[src/hw/rtl/rgb2yuv_pkg.sv]
// Shared widths, coefficients and reset values for the RGB to YUV 4:2:0 converter.
package rgb2yuv_pkg;

    localparam int COMP_W                 = 8;
    localparam int LINE_WIDTH_W           = 13;
    localparam int PIX_DATA_W             = 3 * COMP_W;
    localparam int DEFAULT_MAX_LINE_WIDTH = 4096;
    localparam logic [LINE_WIDTH_W-1:0] LINE_WIDTH_RESET = 13'd1920;

    // signed width of the coefficient sums
    localparam int SUM_W = 18;

    localparam logic signed [SUM_W-1:0] Y_R  = 18'sd66;
    localparam logic signed [SUM_W-1:0] Y_G  = 18'sd129;
    localparam logic signed [SUM_W-1:0] Y_B  = 18'sd25;
    localparam logic signed [SUM_W-1:0] CB_R = -18'sd38;
    localparam logic signed [SUM_W-1:0] CB_G = -18'sd74;
    localparam logic signed [SUM_W-1:0] CB_B = 18'sd112;
    localparam logic signed [SUM_W-1:0] CR_R = 18'sd112;
    localparam logic signed [SUM_W-1:0] CR_G = -18'sd94;
    localparam logic signed [SUM_W-1:0] CR_B = -18'sd18;

    localparam logic [COMP_W-1:0] LUMA_OFFSET   = 8'd16;
    localparam logic [COMP_W-1:0] CHROMA_OFFSET = 8'd128;

    localparam logic [COMP_W-1:0] LUMA_MIN   = 8'd16;
    localparam logic [COMP_W-1:0] LUMA_MAX   = 8'd235;
    localparam logic [COMP_W-1:0] CHROMA_MIN = 8'd16;
    localparam logic [COMP_W-1:0] CHROMA_MAX = 8'd240;

endpackage

[src/hw/rtl/rgb_to_yuv420_subsampler.sv]
// Streaming BGR to YUV 4:2:0 converter, BT.601 studio range, point-sampled chroma.
//
//  channel | direction | tdata (low bit up)                 | tuser
//  --------+-----------+------------------------------------+--------------
//  s_      | in        | blue[7:0] green[15:8] red[23:16]    | frame_start
//  m_      | out       | luma[7:0] cb[15:8] cr[23:16]        | chroma_valid
//  cfg_    | in        | line_width[12:0]                   | -
//
// One pixel per clock sustained while m_tready is high; two register stages, input and
// output, each registered. Column and line-parity state advance at the input transfer.
// m_tready stalls propagate back to s_tready only once both stages hold data.
// Synchronous active-low reset empties the pipeline and sets line_width to 1920.
module rgb_to_yuv420_subsampler
    import rgb2yuv_pkg::*;
#(
    parameter int MAX_LINE_WIDTH = DEFAULT_MAX_LINE_WIDTH
) (
    input  logic                    aclk,
    input  logic                    aresetn,
    input  logic                    s_tvalid,
    output logic                    s_tready,
    input  logic [PIX_DATA_W-1:0]   s_tdata,    // blue, green, red
    input  logic                    s_tuser,    // frame_start
    output logic                    m_tvalid,
    input  logic                    m_tready,
    output logic [PIX_DATA_W-1:0]   m_tdata,    // luma, chroma_blue, chroma_red
    output logic                    m_tuser,    // chroma_valid
    input  logic                    cfg_valid,
    output logic                    cfg_ready,
    input  logic [LINE_WIDTH_W-1:0] cfg_data    // line_width
);

    localparam int COL_W  = (MAX_LINE_WIDTH > 2) ? $clog2(MAX_LINE_WIDTH) : 1;
    localparam int FULL_W = $clog2(MAX_LINE_WIDTH + 1);
    localparam int CNT_W  = (FULL_W > LINE_WIDTH_W) ? FULL_W : LINE_WIDTH_W;
    localparam logic [CNT_W-1:0] MAX_W    = CNT_W'(MAX_LINE_WIDTH);
    localparam logic [CNT_W-1:0] MAX_EVEN = MAX_W & ~CNT_W'(1);
    localparam logic [CNT_W-1:0] MIN_W    = CNT_W'(2);

    logic [LINE_WIDTH_W-1:0] line_width_reg;
    logic [COL_W-1:0]        col_reg, col_next, col_cur;
    logic                    odd_reg, odd_next, odd_cur;
    logic [CNT_W-1:0]        width_raw, width_eff, col_inc;
    logic                    s_xfer, advance, wrap;

    logic                    in_valid_reg;
    logic [COMP_W-1:0]       in_blue_reg, in_green_reg, in_red_reg;
    logic                    in_cvalid_reg;

    logic                    out_valid_reg;
    logic [COMP_W-1:0]       out_luma_reg, out_cb_reg, out_cr_reg;
    logic                    out_cvalid_reg;

    logic signed [SUM_W-1:0] r_s, g_s, b_s;
    logic signed [SUM_W-1:0] y_sum, cb_sum, cr_sum;
    logic signed [SUM_W-1:0] y_shr, cb_shr, cr_shr;
    logic [COMP_W-1:0]       luma_next, cb_next, cr_next;

    assign cfg_ready = 1'b1;

    assign advance  = !out_valid_reg || m_tready;
    assign s_tready = !in_valid_reg || advance;
    assign s_xfer   = s_tvalid && s_tready;

    // line width: even, at least 2, at most MAX_LINE_WIDTH rounded down to even
    always_comb begin
        width_raw = CNT_W'({line_width_reg[LINE_WIDTH_W-1:1], 1'b0});
        if (width_raw < MIN_W) begin
            width_eff = MIN_W;
        end else if (width_raw > MAX_W) begin
            width_eff = MAX_EVEN;
        end else begin
            width_eff = width_raw;
        end
    end

    always_comb begin
        col_cur  = s_tuser ? '0 : col_reg;
        odd_cur  = s_tuser ? 1'b0 : odd_reg;
        col_inc  = CNT_W'(col_cur) + CNT_W'(1);
        wrap     = (col_inc >= width_eff);
        col_next = wrap ? '0 : COL_W'(col_inc);
        odd_next = wrap ? !odd_cur : odd_cur;
    end

    always_ff @(posedge aclk) begin
        if (!aresetn) begin
            line_width_reg <= LINE_WIDTH_RESET;
            col_reg        <= '0;
            odd_reg        <= 1'b0;
            in_valid_reg   <= 1'b0;
            out_valid_reg  <= 1'b0;
        end else begin
            if (cfg_valid && cfg_ready) begin
                line_width_reg <= cfg_data;
            end
            if (s_xfer) begin
                col_reg <= col_next;
                odd_reg <= odd_next;
            end
            if (s_tready) begin
                in_valid_reg <= s_tvalid;
            end
            if (advance) begin
                out_valid_reg <= in_valid_reg;
            end
        end
    end

    always_ff @(posedge aclk) begin
        if (s_xfer) begin
            in_blue_reg   <= s_tdata[COMP_W-1:0];
            in_green_reg  <= s_tdata[2*COMP_W-1:COMP_W];
            in_red_reg    <= s_tdata[3*COMP_W-1:2*COMP_W];
            in_cvalid_reg <= !odd_cur && !col_cur[0];
        end
    end

    always_comb begin
        r_s    = $signed({{(SUM_W-COMP_W){1'b0}}, in_red_reg});
        g_s    = $signed({{(SUM_W-COMP_W){1'b0}}, in_green_reg});
        b_s    = $signed({{(SUM_W-COMP_W){1'b0}}, in_blue_reg});
        y_sum  = Y_R * r_s + Y_G * g_s + Y_B * b_s;
        cb_sum = CB_R * r_s + CB_G * g_s + CB_B * b_s;
        cr_sum = CR_R * r_s + CR_G * g_s + CR_B * b_s;
        y_shr  = y_sum >>> 8;
        cb_shr = cb_sum >>> 8;
        cr_shr = cr_sum >>> 8;
        luma_next = y_shr[COMP_W-1:0] + LUMA_OFFSET;
        cb_next   = in_cvalid_reg ? cb_shr[COMP_W-1:0] + CHROMA_OFFSET : '0;
        cr_next   = in_cvalid_reg ? cr_shr[COMP_W-1:0] + CHROMA_OFFSET : '0;
    end

    always_ff @(posedge aclk) begin
        if (advance && in_valid_reg) begin
            out_luma_reg   <= luma_next;
            out_cb_reg     <= cb_next;
            out_cr_reg     <= cr_next;
            out_cvalid_reg <= in_cvalid_reg;
        end
    end

    assign m_tvalid = out_valid_reg;
    assign m_tdata  = {out_cr_reg, out_cb_reg, out_luma_reg};
    assign m_tuser  = out_cvalid_reg;

endmodule

[config.mk]
export PLATFORM = sky130hd
export DESIGN_NAME = rgb_to_yuv420_subsampler
export DESIGN_NICKNAME = d
export VERILOG_FILES = /design/src/hw/rtl/rgb2yuv_pkg.sv /design/src/hw/rtl/rgb_to_yuv420_subsampler.sv
export SDC_FILE = /design/constraint.sdc
export NUM_CORES = 1
export LEC_CHECK = 0
export ABC_AREA = 1
export BUFFER_PORTS_ARGS = -buffer_cell sky130_fd_sc_hd__buf_2
export CORE_MARGIN = 5
export CORE_UTILIZATION = 37
export CTS_CLUSTER_DIAMETER = 200
export DETAILED_ROUTE_END_ITERATION = 8
export MAX_ROUTING_LAYER = met4
export PLACE_DENSITY = 0.63
export SKIP_CTS_REPAIR_TIMING = 1
export SYNTH_ARGS = -nofsm -noshare
export SYNTH_HDL_FRONTEND = slang
export SYNTH_SLANG_ARGS = --single-unit
[constraint.sdc]
create_clock -name aclk -period 5.15 [get_ports aclk]
set_input_delay 0.2575 -clock aclk [delete_from_list [all_inputs] [get_ports aclk]]
set_output_delay 0.2575 -clock aclk [all_outputs]
set_load 0.02 [all_outputs]
# Yosys cells after proc, flatten, opt, wreduce, memory -nomap -nowiden
# Cells that the tools add are included.
# totals
word_cells,50
reg_bits,78
output_inout_bits,28
# op_classes
n_addsub,10
mul,9
order_cmp,3
n_reduce_logical,9
mux,6
# ops
cell,count
adder 16 bit,3
multiplier 7 x 9 -> 15 bit (first input constant),2
2-to-1 mux 13 bit,2
2-to-1 mux 12 bit,2
multiplier 3 x 8 -> 11 bit (first input constant),2
adder 15 x 16 -> 16 bit,1
adder 16 x 13 -> 16 bit,1
adder 16 x 15 -> 16 bit,1
adder 8 bit (second input constant),2
multiplier 8 x 8 -> 16 bit (first input constant),1
multiplier 6 x 9 -> 15 bit (first input constant),1
multiplier 5 x 9 -> 14 bit (first input constant),1
multiplier 6 x 8 -> 14 bit (first input constant),1
adder 12 x 1 -> 13 bit (second input constant),1
>= comparator 13 bit,1
> comparator 13 bit (second input constant),1
< comparator 13 x 2 -> 1 bit (second input constant),1
multiplier 5 x 8 -> 13 bit (first input constant),1
adder 8 x 5 -> 8 bit (second input constant),1
logical NOT 1 bit,4
logical AND 1 bit,3
logical OR 1 bit,2
2-to-1 mux 1 bit,2

# Logic depth before layout (Yosys ltp)
# depth
depth_word,5
mapped_depth,28
depth_no_buf,28

# Worst setup path before layout
# Ideal clock, no wire load.
# synth_timing
path_type,flip-flop to flip-flop
startpoint,register in_red_reg[2]
endpoint,register out_cb_reg[5] (data pin)
arrival_time_ns,5.129
path_slack_ns,-0.232
stages_incl_launch_ff,27
setup_time_ns,0.253
path_cell_list,edfxtp_1 -> inv_1 -> ha_1 -> inv_1 -> ha_1 -> inv_1 -> fa_1 -> fa_1 -> inv_1 -> ha_1 -> inv_1 -> fa_1 -> o21ai_0 -> a21oi_1 -> nor2_1 -> nor2_1 -> xor2_1 -> fa_1 -> inv_1 -> ha_1 -> inv_1 -> o21bai_1 -> or2_2 -> a21oi_1 -> nand2_1 -> nand2_1 -> nor2_1
# synth_via
elab_chain_len,4
# synth_lines
item,line,rtl
"start, declared",rgb_to_yuv420_subsampler.sv:47,"logic [COMP_W-1:0] in_blue_reg, in_green_reg, in_red_reg;"
"start signal, assigned",rgb_to_yuv420_subsampler.sv:114,in_red_reg <= s_tdata[3*COMP_W-1:2*COMP_W];
multiplier 6 x 9 -> 15 bit,rgb_to_yuv420_subsampler.sv:124,cb_sum = CB_R * r_s + CB_G * g_s + CB_B * b_s;
adder 16 bit (2 in a row),rgb_to_yuv420_subsampler.sv:124,
adder 8 bit,rgb_to_yuv420_subsampler.sv:130,cb_next = in_cvalid_reg ? cb_shr[COMP_W-1:0] + CHROMA_OFFSET : '0;
"end signal, assigned",rgb_to_yuv420_subsampler.sv:137,out_cb_reg <= cb_next;
"end, declared",rgb_to_yuv420_subsampler.sv:51,"logic [COMP_W-1:0] out_luma_reg, out_cb_reg, out_cr_reg;"
# No other way between the ends.
# A chain may end at the register's enable or synchronous reset.

# Worst setup path in the final report
# layout_timing
startpoint,register in_green_reg[4]
endpoint,register out_cb_reg[7] (data pin)
# layout_via
elab_chain_len,4
# layout_lines
item,line,rtl
"start, declared",rgb_to_yuv420_subsampler.sv:47,
"start signal, assigned",rgb_to_yuv420_subsampler.sv:113,in_green_reg <= s_tdata[2*COMP_W-1:COMP_W];
multiplier 7 x 9 -> 15 bit,rgb_to_yuv420_subsampler.sv:124,
adder 16 bit (2 in a row),rgb_to_yuv420_subsampler.sv:124,
adder 8 bit,rgb_to_yuv420_subsampler.sv:130,
# No other way between the ends.

==> run_results.csv <==
group,metric,value,unit
run_status,status,"finished, violations left",
run_status,failed_checks,"setup timing",
worst_setup_path,worstSetupStartpointType,"flop",
clock_tree,root_buffer,"clkbuf_16",
sta,setup_violations,3,
routing,vias,9679,
cells_and_area,nets,2022,
sta,slew_violations,0,
floorplan,die_w,190.4,um
synthesis,synthArstFlopShare,0,%
floorplan,start_util,37.20,%
cells_and_area,final_common_cell,"inv_1",
cells_and_area,area_growth,21.24,%
synthesis,synth_seq_area_share,16.96,%
synthesis,synth_seq_cells,77,
global_route,grt_pass1_vias,9818,
routing,drt_iter0_drc,312,
clock_tree,clk_pin_slew,0.07,ns
synthesis,synth_adder_area_share,44.32,%
global_route,antenna_found_initial,1,
sta,timing.final.ws_setup,-0.1160,ns
synthesis,synth-edff-count,50,
global_route,grt_usage,16.74,%
clock_tree,clkSinkCount,77,
synthesis,syn_area,0.01204,mm^2
routing,wl,29460,um
placed_design,place_congestion,0.9461,
global_route,grt_pass1_wl,47770,um
sta,timing.hold.ws,0.07052,ns
synthesis,synthCells,1440,
synthesis,synthFlopType,"edfxtp_1",
sta,hold_viol_final,0,
floorplan,die_area,0.03626,mm^2
synthesis,avgSynthCellArea,8.363,um^2
sta,worst_clock_skew,0.01616,ns
worst_setup_path,path_class,"reg2reg",
flow_run,drv_cap,0,
clock_tree,cts_tree,"yes",
clock_tree,cts_inserted_buffers,9,
floorplan,io_pins,71,
routing,postRouteAntennaNets,0,
sta,fin_crit_sh,102.3,%
floorplan,core,0.03237,mm^2
worst_setup_path,critPathMaxFanout,5,
floorplan,die_y,190.4,um
synthesis,synth_top_family_by_area,"adder cells",
sta,tightestPinTransition,1.029,ns
sta,layout_min_cycle_time,5.266,ns
worst_setup_path,crit_required,5.27,ns
routing,wire_per_inst,14.27,um
sta,max_freq,189.9,MHz
global_route,grt_max_degree,35,
synthesis,synthesis.nets,1846,
sta,rsz0062_at_grt,"yes",
floorplan,rows,66,
clock_tree,clock_tree.buffer_depth,2,
cells_and_area,layout_common_cells,"295 x inv_1, 234 x ha_1, 199 x nand2_1",
synthesis,synth-simple-area-share,15.11,%
synthesis,synth_xor_area_share,4.426,%
synthesis,synth_cell_types,42,
synthesis,synth_mux_area_share,0,%
worst_setup_path,cp.arrival,5.38,ns
placed_design,port_buffers,68,
synthesis,yosysWarnings,0,
clock_tree,htree_num_levels,3,
placed_design,dp_hpwl,24790,um
synthesis,synth-compound-area-share,8.842,%
sta,slew_headroom,31.23,%
clock_tree,clk_latency,0.37,ns
global_route,grt.overflow.total,0,
worst_setup_path,end_kind,"flop",
routing,routed_via_density,4.689,
cells_and_area,drive_gt1_share,19.25,%
routing,drc_errors,0,
routing,dr.pass1.iters,5,
worst_hold_path,hold_path.class,"in2reg",
[final timing paths]
path                                       from         endpoint  slack [ns]  cells past startpoint
worst max-delay path            in_green_reg[4]    out_cb_reg[7]       -0.12                     25
worst max register to register  in_green_reg[4]    out_cb_reg[7]       -0.12                     25
worst min-delay path                s_tdata[13]  in_green_reg[5]        0.07                      1
worst min register to register      col_reg[11]      col_reg[11]        0.47                      2
[kinds of logic after synthesis]
family          count (synthesis)
flops                          77
other cells                     1
simple gates                  420
buf+inv                       324
compound gates                195
xor+xnor                       60
fa+ha+maj                     363
[cell usage after synthesis, types with 5 or more instances]
master | n | area [um^2]
inv_1 | 312 | 1171
ha_1 | 257 | 3216
nand2_1 | 210 | 788.3
a21oi_1 | 112 | 560.5
fa_1 | 106 | 2122
nor2_1 | 91 | 341.6
nand3_1 | 66 | 330.3
edfxtp_1 | 50 | 1501
o21ai_0 | 45 | 225.2
xor2_1 | 37 | 324.1
dfxtp_1 | 27 | 540.5
nand4_1 | 23 | 143.9
xnor2_1 | 22 | 192.7
nor3_1 | 10 | 50.05
o21bai_1 | 9 | 67.56
a21o_1 | 8 | 60.06
clkbuf_1 | 6 | 22.52
a31oi_1 | 5 | 31.28
[per-stage QoR]
step           TNS [ns]  cells  utilization (%)  instance area [um^2]  worst slack, ns
2_1_floorplan  -0.01901   1440                -                 12080         -0.01901
5_1_grt          -1.458   2064            45.10                 14600          -0.3700
6_report        -0.2297   2064            45.10                 14600          -0.1160
4_1_cts         -0.8863   2050            43.08                 13950          -0.1814
3_3_place_gp    -0.3907   2034            42.12                 13630          -0.1154
3_5_place_dp    -0.7164   2034            42.12                 13630          -0.1663
[critical path, stage by stage (launching register included)]
cell and delay, ns:
edfxtp_1 0.51, inv_2 0.11, ha_4 0.21, fa_1 0.51, inv_2 0.04, fa_1 0.48, inv_2 0.04, fa_1 0.51
inv_2 0.05, ha_4 0.29, nand2_4 0.07, nor3_4 0.20, a21oi_2 0.09, nor2_1 0.11, nor2_1 0.06, xor2_1 0.15
fa_1 0.56, inv_2 0.05, ha_4 0.31, nand2_4 0.07, nor3_4 0.21, nand3_1 0.11, nand2_1 0.10, nand3_1 0.08
nand2_1 0.06, nor2_1 0.05
[cell type report]
| type | count | area [um^2] |
|---|---|---|
| antenna | 1 | 2.502 |
| clock buffer | 9 | 225.2 |
| clock inverter | 7 | 86.33 |
| fill | 3185 | 17770 |
| inverter | 314 | 1194 |
| multi-input combinational | 1039 | 9343 |
| sequential | 77 | 2042 |
| tap | 442 | 553.0 |
| timing repair buffer | 175 | 1155 |
[metal layers]
layer	part of all wire, %	up-vias	GRT usage [%]	wire [um]
met5	0	-	-	0
met1	48	4469	22.10	14020
met2	46	163	27.12	13650
li1	-	5011	-	-
met4	2.6	0	4.475	756
met3	3.5	36	2.417	1040
Power is not shown: default switching activity piles up to over one toggle a cycle in this logic, so the estimate is an artifact.
